File: src/hdl/jab_pkg.sv
// ----------------------------------------------------------------------------
// jab_pkg
// Shared types and constants of the joystick axis to buttons block.
// ----------------------------------------------------------------------------
package jab_pkg;

  // Fixed field widths.
  localparam int SAMPLE_BITS = 12;
  localparam int CH_BITS     = 3;
  localparam int SENS_BITS   = 8;
  localparam int PROD_BITS   = SAMPLE_BITS + SENS_BITS;

  // Sensitivity in Q1.7; one is the full scale.
  localparam logic [SENS_BITS-1:0] SENS_ONE        = 8'd128;
  localparam logic [SENS_BITS-1:0] SENS_RESET_BYTE = 8'h80;

  // Calibration and reset levels in millivolts.
  localparam logic [SAMPLE_BITS-1:0] CAL_SPAN     = 12'd200;
  localparam logic [SAMPLE_BITS-1:0] CAL_MAX      = 12'd3300;
  localparam logic [SAMPLE_BITS-1:0] RESET_CENTER = 12'd2000;
  localparam logic [SAMPLE_BITS-1:0] RESET_LOW    = 12'd1800;
  localparam logic [SAMPLE_BITS-1:0] RESET_HIGH   = 12'd2200;

  // Item modes.
  localparam logic MODE_UPDATE = 1'b0;
  localparam logic MODE_CAL    = 1'b1;

  // Button sides.
  localparam logic SIDE_LOW  = 1'b0;
  localparam logic SIDE_HIGH = 1'b1;

  // Queue depths.
  localparam int CMDQ_DEPTH = 2;
  localparam int EVQ_DEPTH  = 4;

  // One input item.
  typedef struct packed {
    logic                   mode;
    logic [CH_BITS-1:0]     channel;
    logic [SAMPLE_BITS-1:0] voltage_mv;
  } jab_in_t;

  // One result item.
  typedef struct packed {
    logic [CH_BITS-1:0] channel_res;
    logic               side;
    logic               new_pressed;
    logic               old_pressed;
    logic               last;
  } jab_out_t;

  // A classified item handed from the front to the back.
  typedef struct packed {
    jab_in_t              item;
    logic [SENS_BITS-1:0] sens;
  } jab_cmd_t;

  // Up to two events written into the event queue in one cycle.
  typedef struct packed {
    logic     v0;
    jab_out_t e0;
    logic     v1;
    jab_out_t e1;
  } jab_evt_push_t;

endpackage

File: src/hdl/jab_front.sv
// ----------------------------------------------------------------------------
// jab_front
// Accepts input items, drops those for absent channels and attaches the
// saturated sensitivity of the channel. Holds the sensitivity register.
// ----------------------------------------------------------------------------
module jab_front import jab_pkg::*; #(
  parameter int NUM_CHANNELS = 8
) (
  input  logic                          clk,
  input  logic                          rst_n,
  input  logic                          push,
  input  jab_in_t                       in_data,
  output logic                          full,
  input  logic                          cfg_valid,
  input  logic [SENS_BITS*8-1:0]        cfg_data,
  output logic                          cfg_ready,
  input  logic                          q_full,
  output logic                          cmd_push,
  output jab_cmd_t                      cmd_data
);

  localparam int IDX_W = (NUM_CHANNELS > 1) ? $clog2(NUM_CHANNELS) : 1;

  logic [SENS_BITS-1:0] sens_r [NUM_CHANNELS];
  logic [CH_BITS:0]     ch_ext;
  logic                 present;
  logic [SENS_BITS-1:0] sens_raw;

  // Sensitivity register, one byte per channel.
  always_ff @(posedge clk) begin
    if (!rst_n) begin
      for (int i = 0; i < NUM_CHANNELS; i++) begin
        sens_r[i] <= SENS_RESET_BYTE;
      end
    end else if (cfg_valid) begin
      for (int i = 0; i < NUM_CHANNELS; i++) begin
        sens_r[i] <= cfg_data[i*SENS_BITS +: SENS_BITS];
      end
    end
  end

  assign cfg_ready = 1'b1;

  // Classify: channels beyond the configured count are accepted and dropped.
  assign ch_ext   = {1'b0, in_data.channel};
  assign present  = ch_ext < (CH_BITS+1)'(NUM_CHANNELS);
  assign sens_raw = sens_r[in_data.channel[IDX_W-1:0]];

  always_comb begin
    cmd_data.item = in_data;
    cmd_data.sens = (sens_raw > SENS_ONE) ? SENS_ONE : sens_raw;
  end

  assign full     = q_full;
  assign cmd_push = push && !q_full && present;

endmodule

File: src/hdl/jab_cmd_queue.sv
// ----------------------------------------------------------------------------
// jab_cmd_queue
// Short queue of classified items between the front and the back.
// ----------------------------------------------------------------------------
module jab_cmd_queue import jab_pkg::*; (
  input  logic     clk,
  input  logic     rst_n,
  input  logic     wr_en,
  input  jab_cmd_t wr_data,
  output logic     q_full,
  input  logic     rd_en,
  output logic     rd_valid,
  output jab_cmd_t rd_data
);

  localparam int PTR_W = $clog2(CMDQ_DEPTH);
  localparam int CNT_W = $clog2(CMDQ_DEPTH + 1);

  jab_cmd_t             mem_r [CMDQ_DEPTH];
  logic [PTR_W-1:0]     wptr_r;
  logic [PTR_W-1:0]     rptr_r;
  logic [CNT_W-1:0]     cnt_r;
  logic [CNT_W-1:0]     cnt_nxt;

  // Entry storage.
  always_ff @(posedge clk) begin
    if (wr_en) begin
      mem_r[wptr_r] <= wr_data;
    end
  end

  // Pointers and fill count.
  always_comb begin
    cnt_nxt = cnt_r;
    if (wr_en && !rd_en) begin
      cnt_nxt = cnt_r + CNT_W'(1);
    end else if (!wr_en && rd_en) begin
      cnt_nxt = cnt_r - CNT_W'(1);
    end
  end

  always_ff @(posedge clk) begin
    if (!rst_n) begin
      wptr_r <= '0;
      rptr_r <= '0;
      cnt_r  <= '0;
    end else begin
      if (wr_en) begin
        wptr_r <= (wptr_r == PTR_W'(CMDQ_DEPTH - 1)) ? '0 : wptr_r + PTR_W'(1);
      end
      if (rd_en) begin
        rptr_r <= (rptr_r == PTR_W'(CMDQ_DEPTH - 1)) ? '0 : rptr_r + PTR_W'(1);
      end
      cnt_r <= cnt_nxt;
    end
  end

  assign q_full   = cnt_r == CNT_W'(CMDQ_DEPTH);
  assign rd_valid = cnt_r != '0;
  assign rd_data  = mem_r[rptr_r];

endmodule

File: src/hdl/jab_back.sv
// ----------------------------------------------------------------------------
// jab_back
// Carries out items: per-channel range tracking, threshold arithmetic and
// button state, in two stages. Produces up to two change events per item.
// ----------------------------------------------------------------------------
module jab_back import jab_pkg::*; #(
  parameter int NUM_CHANNELS = 8
) (
  input  logic          clk,
  input  logic          rst_n,
  input  logic          cmd_valid,
  input  jab_cmd_t      cmd_data,
  output logic          cmd_pop,
  input  logic          evt_room,
  output jab_evt_push_t evt_push
);

  localparam int IDX_W = (NUM_CHANNELS > 1) ? $clog2(NUM_CHANNELS) : 1;

  // Per-channel state.
  logic [SAMPLE_BITS-1:0] lo_r [NUM_CHANNELS];
  logic [SAMPLE_BITS-1:0] ce_r [NUM_CHANNELS];
  logic [SAMPLE_BITS-1:0] hi_r [NUM_CHANNELS];
  logic                   lp_r [NUM_CHANNELS];
  logic                   hp_r [NUM_CHANNELS];

  // Stage two registers.
  logic                   s2_valid_r;
  logic [CH_BITS-1:0]     s2_ch_r;
  logic [SAMPLE_BITS-1:0] s2_v_r;
  logic [SAMPLE_BITS-1:0] s2_ce_r;
  logic [SAMPLE_BITS-1:0] s2_hi_r;
  logic                   s2_dneg_r;
  logic [PROD_BITS-1:0]   s2_pl_r;
  logic [PROD_BITS-1:0]   s2_ph_r;

  // Stage one signals.
  logic                   s1_go;
  logic                   s2_commit;
  logic [IDX_W-1:0]       s1_idx;
  logic [SAMPLE_BITS-1:0] v1;
  logic [SAMPLE_BITS-1:0] lo_cur;
  logic [SAMPLE_BITS-1:0] ce_cur;
  logic [SAMPLE_BITS-1:0] hi_cur;
  logic [SAMPLE_BITS-1:0] lo_n;
  logic [SAMPLE_BITS-1:0] hi_n;
  logic [SAMPLE_BITS:0]   lsum;
  logic [SAMPLE_BITS:0]   hsum;
  logic [SAMPLE_BITS-1:0] ht0;
  logic signed [SAMPLE_BITS:0] dlt;
  logic [SAMPLE_BITS:0]   dmag;
  logic [PROD_BITS-1:0]   pl;
  logic [PROD_BITS-1:0]   ph;
  logic [SAMPLE_BITS-1:0] cal_lo;
  logic [SAMPLE_BITS-1:0] cal_hi;
  logic [SAMPLE_BITS:0]   cal_hi_w;
  logic [SAMPLE_BITS-1:0] cal_lo_w;

  // Stage two signals.
  logic [IDX_W-1:0]       s2_idx;
  logic [SAMPLE_BITS-1:0] lt;
  logic [SAMPLE_BITS-1:0] pmag;
  logic [SAMPLE_BITS:0]   ht_w;
  logic [SAMPLE_BITS-1:0] ht;
  logic [SAMPLE_BITS:0]   lr_sum;
  logic [SAMPLE_BITS:0]   hr_sum;
  logic [SAMPLE_BITS-1:0] lr;
  logic [SAMPLE_BITS-1:0] hr;
  logic                   old_lo;
  logic                   old_hi;
  logic                   nl;
  logic                   nh;
  logic                   ch_lo;
  logic                   ch_hi;

  // Handshake between the stages.
  assign s2_commit = s2_valid_r && evt_room;
  assign s1_go     = cmd_valid && (!s2_valid_r || s2_commit);
  assign cmd_pop   = s1_go;

  // Stage one: range update, threshold midpoints and the two products.
  assign s1_idx = cmd_data.item.channel[IDX_W-1:0];
  assign v1     = cmd_data.item.voltage_mv;
  assign lo_cur = lo_r[s1_idx];
  assign ce_cur = ce_r[s1_idx];
  assign hi_cur = hi_r[s1_idx];

  always_comb begin
    lo_n = (v1 < lo_cur) ? v1 : lo_cur;
    hi_n = (v1 > hi_cur) ? v1 : hi_cur;
    lsum = {1'b0, lo_n} + {1'b0, ce_cur};
    hsum = {1'b0, ce_cur} + {1'b0, hi_n};
    ht0  = hsum[SAMPLE_BITS:1];
    dlt  = $signed({1'b0, hi_n}) - $signed({1'b0, ht0});
    dmag = dlt[SAMPLE_BITS] ? (SAMPLE_BITS+1)'(-dlt) : (SAMPLE_BITS+1)'(dlt);
    pl   = {{SENS_BITS{1'b0}}, lsum[SAMPLE_BITS:1]} *
           {{SAMPLE_BITS{1'b0}}, cmd_data.sens};
    ph   = {{SENS_BITS{1'b0}}, dmag[SAMPLE_BITS-1:0]} *
           {{SAMPLE_BITS{1'b0}}, cmd_data.sens};
  end

  // Calibration levels, clamped to the calibration window.
  always_comb begin
    cal_lo_w = (v1 < CAL_SPAN) ? '0 : v1 - CAL_SPAN;
    cal_lo   = (cal_lo_w > CAL_MAX) ? CAL_MAX : cal_lo_w;
    cal_hi_w = {1'b0, v1} + {1'b0, CAL_SPAN};
    cal_hi   = (cal_hi_w > {1'b0, CAL_MAX}) ? CAL_MAX : cal_hi_w[SAMPLE_BITS-1:0];
  end

  // Range state is written as the item leaves stage one.
  always_ff @(posedge clk) begin
    if (!rst_n) begin
      for (int i = 0; i < NUM_CHANNELS; i++) begin
        lo_r[i] <= RESET_LOW;
        ce_r[i] <= RESET_CENTER;
        hi_r[i] <= RESET_HIGH;
      end
    end else if (s1_go) begin
      if (cmd_data.item.mode == MODE_CAL) begin
        ce_r[s1_idx] <= v1;
        lo_r[s1_idx] <= cal_lo;
        hi_r[s1_idx] <= cal_hi;
      end else begin
        lo_r[s1_idx] <= lo_n;
        hi_r[s1_idx] <= hi_n;
      end
    end
  end

  // Stage two control.
  always_ff @(posedge clk) begin
    if (!rst_n) begin
      s2_valid_r <= 1'b0;
    end else if (s1_go) begin
      s2_valid_r <= cmd_data.item.mode == MODE_UPDATE;
    end else if (s2_commit) begin
      s2_valid_r <= 1'b0;
    end
  end

  // Stage two payload.
  always_ff @(posedge clk) begin
    if (s1_go) begin
      s2_ch_r   <= cmd_data.item.channel;
      s2_v_r    <= v1;
      s2_ce_r   <= ce_cur;
      s2_hi_r   <= hi_n;
      s2_dneg_r <= dlt[SAMPLE_BITS];
      s2_pl_r   <= pl;
      s2_ph_r   <= ph;
    end
  end

  // Stage two: thresholds, press and release decisions.
  assign s2_idx = s2_ch_r[IDX_W-1:0];
  assign old_lo = lp_r[s2_idx];
  assign old_hi = hp_r[s2_idx];

  always_comb begin
    lt     = s2_pl_r[PROD_BITS-2:SENS_BITS-1];
    pmag   = s2_ph_r[PROD_BITS-2:SENS_BITS-1];
    ht_w   = s2_dneg_r ? ({1'b0, s2_hi_r} + {1'b0, pmag})
                       : ({1'b0, s2_hi_r} - {1'b0, pmag});
    ht     = ht_w[SAMPLE_BITS-1:0];
    lr_sum = {1'b0, lt} + {1'b0, s2_ce_r};
    hr_sum = {1'b0, s2_ce_r} + {1'b0, ht};
    lr     = lr_sum[SAMPLE_BITS:1];
    hr     = hr_sum[SAMPLE_BITS:1];
    nl     = old_lo;
    nh     = old_hi;
    if (s2_v_r == '0 || s2_v_r < lt) begin
      nl = 1'b1;
    end
    if (s2_v_r > ht) begin
      nh = 1'b1;
    end
    if (s2_v_r > lr && s2_v_r < hr) begin
      nl = 1'b0;
      nh = 1'b0;
    end
    ch_lo = nl != old_lo;
    ch_hi = nh != old_hi;
  end

  // Button state is written when stage two hands its events over.
  always_ff @(posedge clk) begin
    if (!rst_n) begin
      for (int i = 0; i < NUM_CHANNELS; i++) begin
        lp_r[i] <= 1'b0;
        hp_r[i] <= 1'b0;
      end
    end else if (s2_commit) begin
      lp_r[s2_idx] <= nl;
      hp_r[s2_idx] <= nh;
    end
  end

  // Change events, low side first.
  always_comb begin
    evt_push.v0             = s2_commit && ch_lo;
    evt_push.e0.channel_res = s2_ch_r;
    evt_push.e0.side        = SIDE_LOW;
    evt_push.e0.new_pressed = nl;
    evt_push.e0.old_pressed = old_lo;
    evt_push.e0.last        = !ch_hi;
    evt_push.v1             = s2_commit && ch_hi;
    evt_push.e1.channel_res = s2_ch_r;
    evt_push.e1.side        = SIDE_HIGH;
    evt_push.e1.new_pressed = nh;
    evt_push.e1.old_pressed = old_hi;
    evt_push.e1.last        = 1'b1;
  end

endmodule

File: src/hdl/jab_evt_queue.sv
// ----------------------------------------------------------------------------
// jab_evt_queue
// Result queue: takes up to two events per cycle, hands out one.
// ----------------------------------------------------------------------------
module jab_evt_queue import jab_pkg::*; (
  input  logic          clk,
  input  logic          rst_n,
  input  jab_evt_push_t evt_push,
  output logic          evt_room,
  input  logic          pop,
  output logic          empty,
  output jab_out_t      out_data
);

  localparam int PTR_W = $clog2(EVQ_DEPTH);
  localparam int CNT_W = $clog2(EVQ_DEPTH + 1);

  jab_out_t         mem_r [EVQ_DEPTH];
  logic [PTR_W-1:0] head_r;
  logic [PTR_W-1:0] tail_r;
  logic [PTR_W-1:0] tail_p1;
  logic [CNT_W-1:0] cnt_r;
  logic [CNT_W-1:0] cnt_nxt;
  logic [CNT_W-1:0] n_in;
  logic             do_pop;

  assign tail_p1 = tail_r + PTR_W'(1);
  assign n_in    = CNT_W'(evt_push.v0) + CNT_W'(evt_push.v1);
  assign do_pop  = pop && !empty;

  // Compacted writes: the first valid event lands at the tail.
  always_ff @(posedge clk) begin
    if (evt_push.v0) begin
      mem_r[tail_r] <= evt_push.e0;
      if (evt_push.v1) begin
        mem_r[tail_p1] <= evt_push.e1;
      end
    end else if (evt_push.v1) begin
      mem_r[tail_r] <= evt_push.e1;
    end
  end

  assign cnt_nxt = cnt_r + n_in - CNT_W'(do_pop);

  always_ff @(posedge clk) begin
    if (!rst_n) begin
      head_r <= '0;
      tail_r <= '0;
      cnt_r  <= '0;
    end else begin
      tail_r <= tail_r + PTR_W'(n_in);
      if (do_pop) begin
        head_r <= head_r + PTR_W'(1);
      end
      cnt_r <= cnt_nxt;
    end
  end

  assign evt_room = cnt_r <= CNT_W'(EVQ_DEPTH - 2);
  assign empty    = cnt_r == '0;
  assign out_data = mem_r[head_r];

endmodule

File: src/hdl/joystick_axis_to_buttons.sv
// ----------------------------------------------------------------------------
// joystick_axis_to_buttons
// Turns per-channel joystick axis samples into low and high button events.
// ----------------------------------------------------------------------------
// Path: a change event reaches the result ports after its sample passes the
// command queue, the products stage, the decision stage and the result queue.
// Throughput: one sample per cycle into the decision pipeline while the result
// queue has room; the result port moves one event per cycle.
// Reset (synchronous, active low): queues empty, levels 1800/2000/2200 mV,
// buttons released, every channel sensitivity at 1.0.
module joystick_axis_to_buttons import jab_pkg::*; #(
  parameter int NUM_CHANNELS = 8
) (
  input  logic                   clk,
  input  logic                   rst_n,
  input  logic                   push,
  input  jab_in_t                in_data,
  output logic                   full,
  output logic                   empty,
  input  logic                   pop,
  output jab_out_t               out_data,
  input  logic                   cfg_valid,
  input  logic [SENS_BITS*8-1:0] cfg_data,
  output logic                   cfg_ready
);

  logic          q_full;
  logic          cmd_push;
  jab_cmd_t      cmd_in;
  logic          cmd_valid;
  logic          cmd_pop;
  jab_cmd_t      cmd_out;
  logic          evt_room;
  jab_evt_push_t evt_push;

  // Front: accept and classify.
  jab_front #(.NUM_CHANNELS(NUM_CHANNELS)) u_front (
    .clk       (clk),
    .rst_n     (rst_n),
    .push      (push),
    .in_data   (in_data),
    .full      (full),
    .cfg_valid (cfg_valid),
    .cfg_data  (cfg_data),
    .cfg_ready (cfg_ready),
    .q_full    (q_full),
    .cmd_push  (cmd_push),
    .cmd_data  (cmd_in)
  );

  // Queue between front and back.
  jab_cmd_queue u_cmdq (
    .clk      (clk),
    .rst_n    (rst_n),
    .wr_en    (cmd_push),
    .wr_data  (cmd_in),
    .q_full   (q_full),
    .rd_en    (cmd_pop),
    .rd_valid (cmd_valid),
    .rd_data  (cmd_out)
  );

  // Back: levels, thresholds and button state.
  jab_back #(.NUM_CHANNELS(NUM_CHANNELS)) u_back (
    .clk       (clk),
    .rst_n     (rst_n),
    .cmd_valid (cmd_valid),
    .cmd_data  (cmd_out),
    .cmd_pop   (cmd_pop),
    .evt_room  (evt_room),
    .evt_push  (evt_push)
  );

  // Result queue.
  jab_evt_queue u_evtq (
    .clk      (clk),
    .rst_n    (rst_n),
    .evt_push (evt_push),
    .evt_room (evt_room),
    .pop      (pop),
    .empty    (empty),
    .out_data (out_data)
  );

endmodule

File: config.mk
export PLATFORM = sky130hd
export DESIGN_NAME = joystick_axis_to_buttons
export DESIGN_NICKNAME = d
export VERILOG_FILES = /design/src/hdl/jab_pkg.sv /design/src/hdl/jab_front.sv /design/src/hdl/jab_cmd_queue.sv /design/src/hdl/jab_back.sv /design/src/hdl/jab_evt_queue.sv /design/src/hdl/joystick_axis_to_buttons.sv
export SDC_FILE = /design/constraint.sdc
export NUM_CORES = 1
export LEC_CHECK = 0
export ABC_AREA = 0
export BUFFER_PORTS_ARGS = -buffer_cell sky130_fd_sc_hd__buf_4
export CAP_MARGIN = 20
export CORE_MARGIN = 3
export CORE_UTILIZATION = 35
export CTS_CLUSTER_SIZE = 12
export DETAILED_ROUTE_END_ITERATION = 8
export GPL_TIMING_DRIVEN = 1
export SLEW_MARGIN = 10
export SYNTH_ARGS = -nofsm -noshare
export SYNTH_HDL_FRONTEND = slang
export SYNTH_SLANG_ARGS = --single-unit
File: constraint.sdc
create_clock -name clk -period 20 [get_ports clk]
set_input_delay 0 -clock clk [delete_from_list [all_inputs] [get_ports clk]]
set_output_delay 0 -clock clk [all_outputs]
set_load 0.02 [all_outputs]
==> metrics.yaml <==
outcome:
  outcome: "finished clean"
synthesis:
  synth-async-reset-ratio_pct: 0
  avgSynthCellArea_um2: 11.0
  yosys_register_bits: 526
  netlist_area_mm2: 0.0328
  synth.top_cell.area_share_pct: 44.3
  yosysSeqAreaShare_pct: 46.9
  synth_nets: 3407
  synth_ff_type: "edfxtp_1"
  synth_edf_count: 484
  ys.warnings.count: 0
  yosysUniqueCellTypes: 97
  synth_top_cell_by_area: "edfxtp_1"
  syn_inst: 2982
  netlist_top_cells_area: "edfxtp_1 44%, ha_1 8.4%, fa_1 7.4%, nor2_1 4.6%, nand2_1 3.5%"
critical_path:
  cpMaxStageDelayCell: "or4_1"
  worstSetupEndpointType: "register"
  critPathMaxFanout: 44
  max_stage_delay_ns: 0.63
  critPathLaunchType: "register"
  cp_data_arrival_time_ns: 14.33
  cpMostUsedCell: "inv_1"
  critPathKind: "reg2reg"
  worstPathRequired_ns: 20.37
floorplan:
  die_x_um: 312
  dieArea_mm2: 0.0974
  fp.coreArea_mm2: 0.0924
  start_util_pct: 35.5
  ioPinCount: 95
  rows: 111
  die_h_um: 312
routing:
  via_per_inst: 5.34
  drt_iter0_drc: 2697
  first_pass_iters: 9
  avgRoutedWirePerCell_um: 21.6
  routed_wl_mm: 97.7
  drc: 0
  ant_nets: 0
  route.vias.total: 24100
timing:
  max_freq_mhz: 71.7
  final.setup_skew_ns: 0.0321
  final_hold_viol_count: 0
  tightest_slew_ns: 1.15
  setup_tns_ns: 0
  final.min_clock_period_ns: 13.95
  relSlewSlack_pct: 23.6
  rsz0062_at_grt: "false"
  drv_slew: 0
  hold_ws_ns: 0.0405
  fin_crit_sh_pct: 69.8
  setup_viol: 0
place:
  placed_cell_area_mm2: 0.0352
  gp_congestion: 0.909
  port_buffers: 93
  hpwl_mm: 68.9
finish:
  synthToLayoutAreaGrowth_pct: 17.0
  fin_area_mm2: 0.0384
  final_util_pct: 41.6
  nets: 3651
  drive_gt1_share_pct: 10.7
hold_path:
  hold_path_class: "in2reg"
  holdCritStartpoint: "cfg_valid"
clock_network:
  cts-resized-gates: 0
  cts_sinks: 526
  numCtsBuffers: 59
  postCtsSetupRepairBufs: 0
  cts_tree: "built"
  htree_levels: 2
  clk_path_buf_depth: 3
  holdBufCountCts: 135
  clk_pin_slew_worst_paths_ns: 0.06
  cts_root_buf: "clkbuf_16"
  clock_latency_ns: 0.65
global_route:
  grt.overflow.total: 0
  grtUsageTotal_pct: 19.9
  grt_pass1_vias: 24200
  grt_max_degree: 68
  grt_first_pass_wirelength_mm: 149
  antenna_found_initial: 2
job:
  drv_cap: 0
==> flip-flops by register name, summed over array words and instances (netlist names), 2 cells and up, named ones only <==
name,cells
u_back.s2_ce_r,12
u_front.sens_r,64
u_back.lp_r,8
u_back.s2_ch_r,3
u_back.hi_r,96
u_cmdq.mem_r,48
u_back.hp_r,8
u_evtq.cnt_r,3
u_evtq.mem_r,28
u_back.s2_v_r,12
u_back.ce_r,96
u_evtq.tail_r,2
u_evtq.head_r,2
u_back.lo_r,96
u_back.s2_hi_r,12
u_back.s2_pl_r,12
u_cmdq.cnt_r,2
u_back.s2_ph_r,12
==> metrics by stage <==
step / worst slack, ns / std cells
floorplan: 8.32 / 2982
global placement: 6.52 / 4268
detailed placement: 6.24 / 4271
CTS: 6.21 / 4510
global route: 5.21 / 4512
finish: 6.05 / 4513
==> final timing paths <==
| check | slack [ns] | cells after the start | endpoint |
|---|---|---|---|
| worst max-delay path | 6.05 | 50 | u_back.s2_ph_r[18] |
| worst min-delay path | 0.04 | 3 | u_front.sens_r[4][7] |
| worst max register to register | 6.05 | 50 | u_back.s2_ph_r[18] |
| worst min register to register | 0.45 | 2 | u_back.hp_r[5] |
==> cell type report <==
cell class / count / area (um2)
clock buffers: 69 / 1550
diodes: 1 / 2.50
clock inverters: 35 / 309
well taps: 1243 / 1560
multi-input cells: 2106 / 16100
repair buffers: 300 / 2590
flip-flops and latches: 526 / 15400
fillers: 8670 / 54000
inverters: 233 / 875
==> worst max-delay path, delay by kind of cell, from the launching register on <==
| family | cells | cell delay [ns] |
|---|---|---|
| AO/OA/AOI/OAI | 16 | 3.99 |
| multiplexers | 3 | 0.72 |
| XOR/XNOR | 3 | 0.87 |
| flip-flops | 1 | 0.31 |
| AND/OR/NAND/NOR | 11 | 2.40 |
| adder cells (fa/ha/maj) | 9 | 3.57 |
| buffers and inverters | 8 | 1.76 |
==> layout by cell type, fill, tap and decap left out, types with 11 or more instances in the layout <==
cell / n
mux2_2: 14
buf_4: 164
a21o_1: 39
o21ai_0: 44
a222oi_1: 35
clkinv_1: 11
dlygate4sd3_1: 135
a22o_1: 21
clkbuf_16: 60
fa_1: 121
xor2_1: 41
ha_1: 219
o21a_1: 22
a21oi_1: 123
inv_1: 230
nor2_1: 399
xnor2_1: 77
a22oi_1: 36
o21bai_1: 26
nor2b_1: 30
dfxtp_1: 41
or2_2: 18
nand3_1: 39
and2_1: 64
nand2_1: 303
mux4_2: 29
nor3_1: 31
edfxtp_1: 484
nand2b_1: 35
mux2i_1: 65
nand4_1: 18
clkinv_2: 13
and3_1: 72
==> logic make-up (layout without fill, tap and decap cells) <==
logic type               Yosys count  in the layout  share of synthesized area [%]
AND/OR/NAND/NOR                 1054           1054                           14.6
flip-flops                       526            526                           46.9
AO/OA/AOI/OAI                    469            469                           10.3
buffers and inverters            350            637                           4.11
adder cells (fa/ha/maj)          341            341                           15.8
XOR/XNOR                         121            121                           3.30
multiplexers                     120            120                           5.04
other                              1              2                         0.0114
==> synth_stat cells, drive strengths merged, types with 11 or more instances <==
cell type	number
xor2	42
o21a	23
xnor2	79
mux2	16
a222oi	35
and2	64
nand3	39
mux4	29
nand4	18
a22oi	38
a21o	39
nand2	304
and3	72
edfxtp	484
fa	121
ha	219
o21ai	54
nor3	31
nor2b	30
or2	19
a22o	21
a31oi	11
o21bai	26
a21oi	123
nand2b	36
mux2i	75
o31ai	11
inv	232
clkbuf	99
nor2	401
buf	18
dfxtp	42
==> per-layer routing <==
metal  vias up  global-route usage, %  wire length (um)
met4         0                   5.53              2540
met3       144                   4.11              8590
met5         -                      0                 0
met2       977                   32.0             45400
li1      11100                      -                 -
met1     11900                   27.2             41200
Power is not shown: default switching activity piles up to over one toggle a cycle in this logic, so the estimate is an artifact.
